--- src/hw/rtl/mau_pkg.sv ---
package mau_pkg;

  typedef enum logic [2:0] {
    ACT_ADD = 3'd0,
    ACT_SUB = 3'd1,
    ACT_NEG = 3'd2,
    ACT_MUL = 3'd3,
    ACT_DIV = 3'd4,
    ACT_INV = 3'd5,
    ACT_POW = 3'd6,
    ACT_EQU = 3'd7
  } action_t;

  localparam int unsigned OPERAND_BITS = 64;
  localparam logic [63:0] RESET_MODULUS = 64'd998244353;

  // datapath operations issued by the controller
  typedef enum logic [3:0] {
    OP_NONE,
    OP_LOAD,
    OP_RED_STEP,
    OP_RED_FIX,
    OP_SIMPLE,
    OP_MUL_INIT,
    OP_MUL_STEP,
    OP_MUL_DONE,
    OP_INV_INIT,
    OP_DIV_STEP,
    OP_INV_MUL_INIT,
    OP_INV_UPDATE,
    OP_POW_INIT,
    OP_POW_SHIFT,
    OP_FINISH_INV
  } op_t;

  // multiply destination selection
  typedef enum logic [2:0] {
    MD_RESULT,
    MD_POW_R,
    MD_POW_BASE,
    MD_INV_S,
    MD_DIV_RES
  } mdst_t;

  typedef struct packed {
    op_t   op;
    mdst_t mdst;
    logic  red_b;
  } cmd_t;

  typedef struct packed {
    logic red_done;
    logic mul_done;
    logic div_done;
    logic euclid_done;
    logic exp_zero;
    logic exp_lsb;
    logic exp_neg;
    logic mod_small;
    action_t action;
  } status_t;

endpackage

--- src/hw/rtl/mau_control.sv ---
module mau_control (
  input  logic             clk,
  input  logic             rst,
  input  logic             in_valid,
  output logic             in_ready,
  output logic             out_valid,
  input  logic             out_ready,
  output logic             load,
  input  mau_pkg::status_t status,
  output mau_pkg::cmd_t    cmd
);
  typedef enum logic [4:0] {
    S_IDLE, S_RA, S_RAS, S_RAF, S_RB, S_RBS, S_RBF, S_DISP,
    S_MI, S_MS, S_MD, S_II, S_DS, S_DE, S_UPD, S_QI, S_QS, S_QD, S_IF,
    S_PI, S_PT, S_PS, S_OUT
  } state_t;

  state_t state;
  mau_pkg::mdst_t mdst;
  logic qmul;

  assign in_ready = (state == S_IDLE) && !out_valid;
  assign load = in_valid && in_ready;

  always_comb begin
    cmd.op = mau_pkg::OP_NONE;
    cmd.mdst = mdst;
    cmd.red_b = 1'b0;
    unique case (state)
      S_RA:  cmd.op = mau_pkg::OP_LOAD;
      S_RAS: cmd.op = status.red_done ? mau_pkg::OP_NONE : mau_pkg::OP_RED_STEP;
      S_RAF: cmd.op = mau_pkg::OP_RED_FIX;
      S_RB:  begin cmd.op = mau_pkg::OP_LOAD; cmd.red_b = 1'b1; end
      S_RBS: begin
        cmd.op = status.red_done ? mau_pkg::OP_NONE : mau_pkg::OP_RED_STEP;
        cmd.red_b = 1'b1;
      end
      S_RBF: begin cmd.op = mau_pkg::OP_RED_FIX; cmd.red_b = 1'b1; end
      S_MI, S_QI: cmd.op = mau_pkg::OP_MUL_INIT;
      S_MS, S_QS: cmd.op = status.mul_done ? mau_pkg::OP_NONE : mau_pkg::OP_MUL_STEP;
      S_MD, S_QD: cmd.op = mau_pkg::OP_MUL_DONE;
      S_II:  begin
        cmd.op = mau_pkg::OP_INV_INIT;
        cmd.red_b = (status.action == mau_pkg::ACT_DIV);
      end
      S_DS:  cmd.op = status.div_done ? mau_pkg::OP_NONE : mau_pkg::OP_DIV_STEP;
      S_DE:  cmd.op = mau_pkg::OP_INV_MUL_INIT;
      S_UPD: cmd.op = mau_pkg::OP_INV_UPDATE;
      S_IF:  cmd.op = mau_pkg::OP_FINISH_INV;
      S_PI:  cmd.op = mau_pkg::OP_POW_INIT;
      S_PS:  cmd.op = mau_pkg::OP_POW_SHIFT;
      S_DISP: if (status.action == mau_pkg::ACT_ADD || status.action == mau_pkg::ACT_SUB ||
                  status.action == mau_pkg::ACT_NEG || status.action == mau_pkg::ACT_EQU)
                cmd.op = mau_pkg::OP_SIMPLE;
      default: cmd.op = mau_pkg::OP_NONE;
    endcase
    if (state == S_QI || state == S_QS || state == S_QD) cmd.mdst = mau_pkg::MD_INV_S;
  end

  // sequencer: reduce, dispatch, iterate, deliver
  always_ff @(posedge clk) begin
    if (rst) begin
      state <= S_IDLE;
      out_valid <= 1'b0;
      mdst <= mau_pkg::MD_RESULT;
      qmul <= 1'b0;
    end else begin
      if (out_valid && out_ready) out_valid <= 1'b0;
      unique case (state)
        S_IDLE: if (load) state <= S_RA;
        S_RA: state <= status.mod_small ? S_OUT : S_RAS;
        S_RAS: if (status.red_done) state <= S_RAF;
        S_RAF: state <= S_RB;
        S_RB: state <= S_RBS;
        S_RBS: if (status.red_done) state <= S_RBF;
        S_RBF: state <= S_DISP;
        S_DISP: begin
          unique case (status.action)
            mau_pkg::ACT_MUL: begin mdst <= mau_pkg::MD_RESULT; state <= S_MI; end
            mau_pkg::ACT_DIV, mau_pkg::ACT_INV: state <= S_II;
            mau_pkg::ACT_POW: state <= S_PI;
            default: state <= S_OUT;
          endcase
        end
        S_MI: state <= S_MS;
        S_MS: if (status.mul_done) state <= S_MD;
        S_MD: begin
          if (mdst == mau_pkg::MD_RESULT || mdst == mau_pkg::MD_DIV_RES) state <= S_OUT;
          else if (mdst == mau_pkg::MD_POW_R) begin
            mdst <= mau_pkg::MD_POW_BASE; state <= S_MI;
          end else state <= S_PS;
        end
        S_II: state <= S_PT;
        S_PT: begin
          if (qmul) state <= status.exp_zero ? S_OUT : S_PT;
          if (!qmul) state <= status.euclid_done ? S_IF : S_DS;
          if (qmul && !status.exp_zero) begin
            mdst <= status.exp_lsb ? mau_pkg::MD_POW_R : mau_pkg::MD_POW_BASE;
            state <= S_MI;
          end
        end
        S_DS: if (status.div_done) state <= S_DE;
        S_DE: state <= S_UPD;
        S_UPD: state <= S_QI;
        S_QI: state <= S_QS;
        S_QS: if (status.mul_done) state <= S_QD;
        S_QD: state <= S_PT;
        S_IF: begin
          if (status.action == mau_pkg::ACT_INV) state <= S_OUT;
          else if (status.action == mau_pkg::ACT_DIV) begin
            mdst <= mau_pkg::MD_DIV_RES; state <= S_MI;
          end else begin qmul <= 1'b1; state <= S_PT; end
        end
        S_PI: begin
          if (status.exp_neg) begin qmul <= 1'b0; state <= S_II; end
          else begin qmul <= 1'b1; state <= S_PT; end
        end
        S_PS: state <= S_PT;
        S_OUT: if (!out_valid) begin
          out_valid <= 1'b1; qmul <= 1'b0; state <= S_IDLE;
        end
        default: state <= S_IDLE;
      endcase
    end
  end
endmodule

--- config.mk ---
export PLATFORM = sky130hd
export DESIGN_NAME = mau_control
export DESIGN_NICKNAME = d
export VERILOG_FILES = /design/src/hw/rtl/mau_pkg.sv /design/src/hw/rtl/mau_control.sv
export SDC_FILE = /design/constraint.sdc
export NUM_CORES = 1
export LEC_CHECK = 0
export BUFFER_PORTS_ARGS = -buffer_cell sky130_fd_sc_hd__buf_2
export CORE_MARGIN = 4
export CORE_UTILIZATION = 40
export DETAILED_ROUTE_END_ITERATION = 7
export SLEW_MARGIN = 20
export SYNTH_ARGS = -nofsm -noshare
export SYNTH_HDL_FRONTEND = slang
export SYNTH_SLANG_ARGS = --single-unit
export TNS_END_PERCENT = 50
--- constraint.sdc ---
create_clock -name clk -period 3.58 [get_ports clk]
set_input_delay 0.716 -clock clk [delete_from_list [all_inputs] [get_ports clk]]
set_output_delay 0.716 -clock clk [all_outputs]
set_load 0.01 [all_outputs]
==> results of run 1 <==
[cell usage after synthesis, types with 2 or more instances]
cell / count / share of area [%]
dfxtp_1: 10 / 16
o211ai_1: 3 / 1.8
or3_1: 3 / 1.5
nor4bb_1: 2 / 1.6
o22ai_1: 4 / 2.0
nor4_1: 3 / 1.5
o32a_1: 2 / 1.6
nor3b_1: 5 / 3.0
buf_2: 4 / 1.6
buf_1: 3 / 0.90
a22o_1: 2 / 1.4
and2_1: 4 / 2.0
nor3_1: 5 / 2.0
nand2_1: 11 / 3.3
nand2b_1: 7 / 3.5
o21a_1: 4 / 2.4
o2bb2ai_1: 2 / 1.4
a32oi_1: 4 / 2.8
a221oi_1: 2 / 1.4
nor2b_1: 9 / 4.5
a21oi_1: 15 / 6.0
o31ai_1: 2 / 1.2
nand3_1: 6 / 2.4
clkbuf_1: 8 / 2.4
xor2_1: 2 / 1.4
inv_1: 5 / 1.5
nand4_1: 2 / 1.0
nor2_1: 16 / 4.8
o21ai_0: 9 / 3.6
[flip-flops by register name, indices dropped and copies added (netlist names)]
name	count
out_valid	1
state	5
qmul	1
mdst	3
[through the flow]
| step | instances | instance area (sq um) | setup WS, ps | power [mW] |
|---|---|---|---|---|
| 6_report | 241 | 1433 | 671.8 | 0.8397 |
| 5_1_grt | 241 | 1433 | 514.5 | 0.9093 |
| 4_1_cts | 241 | 1433 | 741.6 | 0.8275 |
| 3_5_place_dp | 237 | 1396 | 1050 | 0.7186 |
| 3_3_place_gp | 237 | 1396 | 1088 | 0.7169 |
| 2_1_floorplan | 180 | 1255 | 1180 | 0.5747 |
[worst paths after layout]
kind	to	slack, ps	startpoint
worst max-delay path	cmd[5]	670	state[4]
worst min register to register	mdst[2]	540	mdst[2]
worst max register to register	mdst[0]	1140	state[1]
worst min-delay path	mdst[2]	540	mdst[2]
[layout make-up]
cell class | count | area, sq um | area share, %
Clock buffer | 4 | 36.28 | 2.533
Multi-Input combinational cell | 150 | 974.7 | 68.04
Tap cell | 44 | 55.05 | 3.843
Sequential cell | 10 | 200.2 | 13.97
Timing Repair Buffer | 28 | 147.6 | 10.31
Inverter | 5 | 18.77 | 1.310
[cell usage in the layout (no fill, tap or decap), drive strengths merged, types with 3 or more instances in the layout]
cell	count
buf	28
nor2	16
a21oi	15
nand2	11
dfxtp	10
nor2b	9
o21ai	9
nand2b	7
nand3	6
inv	5
nor3b	5
nor3	5
and2	5
o21a	4
o22ai	4
a32oi	4
clkbuf	4
o211ai	3
or3	3
nor4	3
[report_power, final]
part	switching [mW]	leakage, nW	internal [mW]	total [mW]
logic	0.279	0.421	0.225	0.504
registers	0.0980	0.0813	0.131	0.229
clock network	0.0447	0.0210	0.0619	0.107
[kinds of logic (layout without fill, tap and decap cells)]
logic type | count (synthesis) | count (layout) | share of synthesized area, %
AOI/OAI and AO/OA | 60 | 60 | 33.00
xor gates and xnor gates | 3 | 3 | 2.094
buffers and inverters | 20 | 37 | 6.381
DFF | 10 | 10 | 15.95
muxes | 2 | 2 | 1.695
and+or+nand+nor | 85 | 85 | 40.88
[tightest hold or removal path, cell delays in order (launching register included)]
cell     delay (ps)
dfxtp_1         350
o21ai_0          80
a21oi_1          60
[layer usage]
metal	vias to the layer above	share of wire (%)	track usage, %
li1	711	-	-
met1	685	41	26.12
met5	-	0	0
met3	16	10	4.218
met2	98	46	31.48
met4	0	2.5	6.469
==> metrics.md, run 1 <==
| Metric | Value |
|---|---|
| # DRC | 0 |
| I/O pins | 26 |
| Final setup vio count | 0 |
| Post-detail-place hpwl | 2.898 mm |
| Rel. slew slack | 40.19% |
| CTS tree | done |
| DIE WIDTH | 64.01 um |
| Critical path endpoint category | output pin |
| Fin Setup TNS | 0 ps |
| Worst path depth | 5 |
| Async SR Flop Fraction | 0% |
| Iteration-0 DRC Markers | 100 |
| Sequential fraction of the synthesis area | 15.95% |
| Final #Nets | 213 |
| DR WL/cell | 16.33 um |
| Core ar. | 0.003028 sq mm |
| CP Data Required Time | 2860 ps |
| H-tree levels | 1 |
| Power per cell area | 586.2 mW/mm^2 |
| Post-CTS Repair Setup Buffers | 0 |
| Slew @ Worst Pin | 895.9 ps |
| N_diodes | 0 |
| Slowest cell on the critical path | dfxtp_1 |
| Worst setup path class | reg2out |
| Worst Path Max Fanout | 28 |
| CP top delay family | flip-flops |
| Delay of the slowest critical-path stage | 910 ps |
| #FFs+latches synth | 10 |
| Hold-fix buffers, CTS | 0 |
| Post-Synthesis Cells | 180 |
| Via count | 1,510 |
| Final core occ | 47.31% |
| Initial antenna violation count | 0 |
| Inserted Clock Buffers | 3 |
| Synthesized area per cell | 6.972 sq um |
| Fmax | 0.3439 GHz |
| Synth unique cells | 55 |
| CP bufs+invs | 1 |
| Crit path DAT | 2190 ps |
| Leakage power | 0.5232 nW |
| Pin count of the biggest net entering global routing | 29 |
| Drt total wl | 3.935 mm |
| Share of cells above drive strength 1 | 19.80% |
| DIE HEIGHT | 64.01 um |
| Starting density of the core | 41.45% |
| Synthesized area | 0.001255 sq mm |
| Clk_skew | 10.57 ps |
| Congestion Overflow GR | 0 |
| Post-cts resize count | 0 |
| Clk sinks | 10 |
| Clock latency on the worst-skew pair | 280 ps |
| Hold path cells | 2 |
| Synth Flop Type | dfxtp_1 |
| Final Hold Fails | 0 |
| Vias in the first global route | 1,420 |
| CTS root buffer | clkbuf_4 |
| Area Overhead vs Synth | 14.16% |
| Reg2reg path depth | 5 |
| Clock Path Buffers | 2 |
| Crit path time final | 2908 ps |
| Yosys warns | 0 |
| Port Buffers | 25 |
| Post-Syn Nets | 195 |
| Fill cells | 325 |
| Worst-path clk slew | 80 ps |
| Hold WS | 538.3 ps |
| VDD IR max | 0.1870 mV |
| Status | finished, final reports clean |
| Maxcap violations | 0 |
| Hold Path Class | reg2reg |
| First-pass GRT wire length | 6.610 mm |
| Gr usage total | 19.71% |
| Die Area | 0.004097 sq mm |
| Rows | 20 |
| Crit share post-route | 81.24% |
| RSZ-0062 raised after global routing | no |
| Drt first pass iters | 5 |
| Routability Congestion | 0.9149 |
| EDFF count, synth | 0 |
| Worst Setup Start Kind | flip-flop |
| DRT antenna net count | 0 |
| Crit path cell chain | nor2b_1 > a21oi_1 > o22a_1 > o221ai_1 > buf_2 |
| Vias/cell | 6.266 |
| Max Slew Vio Count | 0 |
No activity file was read; power rests on OpenSTA's default activity.
==> run 2: changes to the inputs <==
==> constraint.sdc (replaced) <==
create_clock -name clk -period 2.4 [get_ports clk]
set_input_delay 0.48 -clock clk [delete_from_list [all_inputs] [get_ports clk]]
set_output_delay 0.48 -clock clk [all_outputs]
set_load 0.01 [all_outputs]
==> run 2 against run 1 <==
Global-route usage is 0.71 points higher; clock skew is 8.1 ps lower; sequential cell count stayed put; via count is 1.9% higher; worst setup slack worse by 550 ps; count of clock-buffer cells in the layout is 1 lower; combinational power is 72% higher; first-iteration DRC count is 30% lower; clock power is 5% higher.
==> metrics.md, run 2 (synthesis results as in run 1) <==
| Metric | Value |
|---|---|
| Routability Congestion | 0.9618 (+5.1%) |
| Core ar. | 0.003028 sq mm (unchanged) |
| Drt total wl | 4.130 mm (+5.0%) |
| Post-CTS Repair Setup Buffers | 0 (unchanged) |
| P_int | 0.6506 mW (+56%) |
| Crit path time final | 2276 ps |
| Drt first pass iters | 5 (unchanged) |
| VDD IR max | 0.3018 mV (+61%) |
| Worst-path clk slew | 60 ps (-20 ps) |
| Final #Nets | 224 (+5.2%) |
| CP Data Required Time | 1920 ps (-940 ps) |
| Slew @ Worst Pin | 556.6 ps (-339.3 ps) |
| DIE WIDTH | 64.01 um (unchanged) |
| N_diodes | 0 (unchanged) |
| Cell area after layout | 0.001506 sq mm (+5.2%) |
| CP bufs+invs | 2 (+1) |
| Post-detail-place hpwl | 3.234 mm (+12%) |
| Switching part of the total | 49.52% (-0.72 points) |
| First-pass GRT wire length | 6.734 mm (+1.9%) |
| Max reg flops | 5 (unchanged) |
| Rel. slew slack | 62.55% (+22 points) |
| # DRC | 0 (unchanged) |
| Vias in the first global route | 1,458 (+2.7%) |
| CP top delay family | flip-flops |
| Largest regs | state: 5 flops, mdst: 3 flops |
| Power per cell area | 855.5 mW/mm^2 (+46%) |
| Status | finished, final reports clean |
| DP Area | 0.001479 sq mm (+5.9%) |
| Gr usage total | 20.42% (+0.71 points) |
| Iteration-0 DRC Markers | 70 (-30%) |
| Register name with the most flops | state |
| Delay of the slowest critical-path stage | 540 ps (-370 ps) |
| DIE HEIGHT | 64.01 um (unchanged) |
| I/O pins | 26 (unchanged) |
| Share of cells above drive strength 1 | 25.60% (+5.8 points) |
| Area Overhead vs Synth | 20.04% |
| Final core occ | 49.75% (+2.4 points) |
| Port Buffers | 25 (unchanged) |
| Most common cell after layout, fill and taps aside | buf_2 |
| CTS root buffer | clkbuf_4 |
| Maxcap violations | 0 (unchanged) |
| Post-route insts no fill | 251 (+4.1%) |
| Comb power frac | 67.3% (+7.3 points) |
| Crit path DAT | 1800 ps (-390 ps) |
| Worst Path Max Fanout | 11 (-61%) |
| Worst Setup Start Kind | flip-flop |
| Clk sinks | 10 (unchanged) |
| Fmax | 0.4393 GHz |
| Hold Path Class | in2reg |
| Crit path cell chain | buf_4 > nor3b_1 > a21oi_1 > o22a_1 > o221ai_1 > buf_2 |
| Critical path endpoint category | output pin |
| DRT antenna net count | 0 (unchanged) |
| Starting density of the core | 41.45% (unchanged) |
| Clock Path Buffers | 2 (unchanged) |
| Clk pwr share | 8.7% (-4.0 points) |
| Worst setup path class | reg2out |
| CTS tree | done |
| Fin Setup TNS | 0 ps (unchanged) |
| DR WL/cell | 16.45 um (+0.77%) |
| RSZ-0062 raised after global routing | no |
| Clock latency on the worst-skew pair | 260 ps (-20 ps) |
| Via count | 1,538 (+1.9%) |
| Placed insts | 248 (+4.6%) |
| Rows | 20 (unchanged) |
| P_sw | 0.6381 mW (+51%) |
| Congestion Overflow GR | 0 (unchanged) |
| Hold WS | 491.5 ps (-46.79 ps) |
| Slowest cell on the critical path | dfxtp_1 |
| Clk_skew | 2.460 ps (-8.107 ps) |
| Sequential power share | 24.0% (-3.3 points) |
| Final Hold Fails | 0 (unchanged) |
| Post-cts resize count | 2 (+2) |
| Inserted Clock Buffers | 3 (unchanged) |
| Initial antenna violation count | 0 (unchanged) |
| Pin count of the biggest net entering global routing | 19 (-34%) |
| Most frequent cells in the layout | 25 x buf_2, 16 x nor2_1, 15 x a21oi_1 |
| Crit share post-route | 94.85% |
| Leakage power | 0.5759 nW (+10%) |
| H-tree levels | 1 (unchanged) |
| Max Slew Vio Count | 0 (unchanged) |
| Hold-fix buffers, CTS | 0 (unchanged) |
| Die Area | 0.004097 sq mm (unchanged) |
| Final setup vio count | 0 (unchanged) |
| Vias/cell | 6.127 (-2.2%) |
run 2: cell count changes in the layout (fill, tap and decap cells not counted), sizes merged:
cell / before / now
buf: 28 / 39
clkbuf: 4 / 3
run 2: final timing paths:
kind | to | slack, ps | depth (start not counted) | start
max | cmd[5] | 120 | 6 | state[0]
min | out_valid | 490 | 3 | out_ready
max reg2reg | mdst[0] | 370 | 5 | state[0]
min reg2reg | mdst[2] | 510 | 2 | mdst[2]
run 2: cell type report:
cell class,instances,area (sq um)
clock buffer,3,22.52
inverter,5,18.77
fill,318,1521
multi-input combinational,150,974.7
tap,44,55.05
sequential,10,205.2
timing repair buffer,39,230.2
run 2: metal layers:
metal	wire (um)	GRT usage (%)	part of all wire, %
met5	0	0	0
met4	150	8.086	3.6
met3	394	4.218	9.5
met2	1877	33.03	45
met1	1709	26.28	41
run 2: worst min-delay path, cell delays in order:
cell    delay (ps)
buf_2           70
mux2_2         130
nor2_1          30
run 2: through the flow:
stage / worst slack, ps / power, mW
CTS: 22.53 / 1.280
finish: 123.7 / 1.289
detailed placement: 177.2 / 1.153
global route: 25.70 / 1.387
floorplan: 235.6 / 0.8573
global placement: 215.6 / 1.152
run 2: power by group through the flow:
stage / registers (mW) / logic [mW] / clock network (mW)
after detailed placement: 0.305 / 0.849 / 0
after floorplan: 0.215 / 0.642 / 0
after global routing: 0.320 / 0.939 / 0.128
final: 0.309 / 0.867 / 0.112
after CTS: 0.303 / 0.858 / 0.119
after global placement: 0.302 / 0.850 / 0
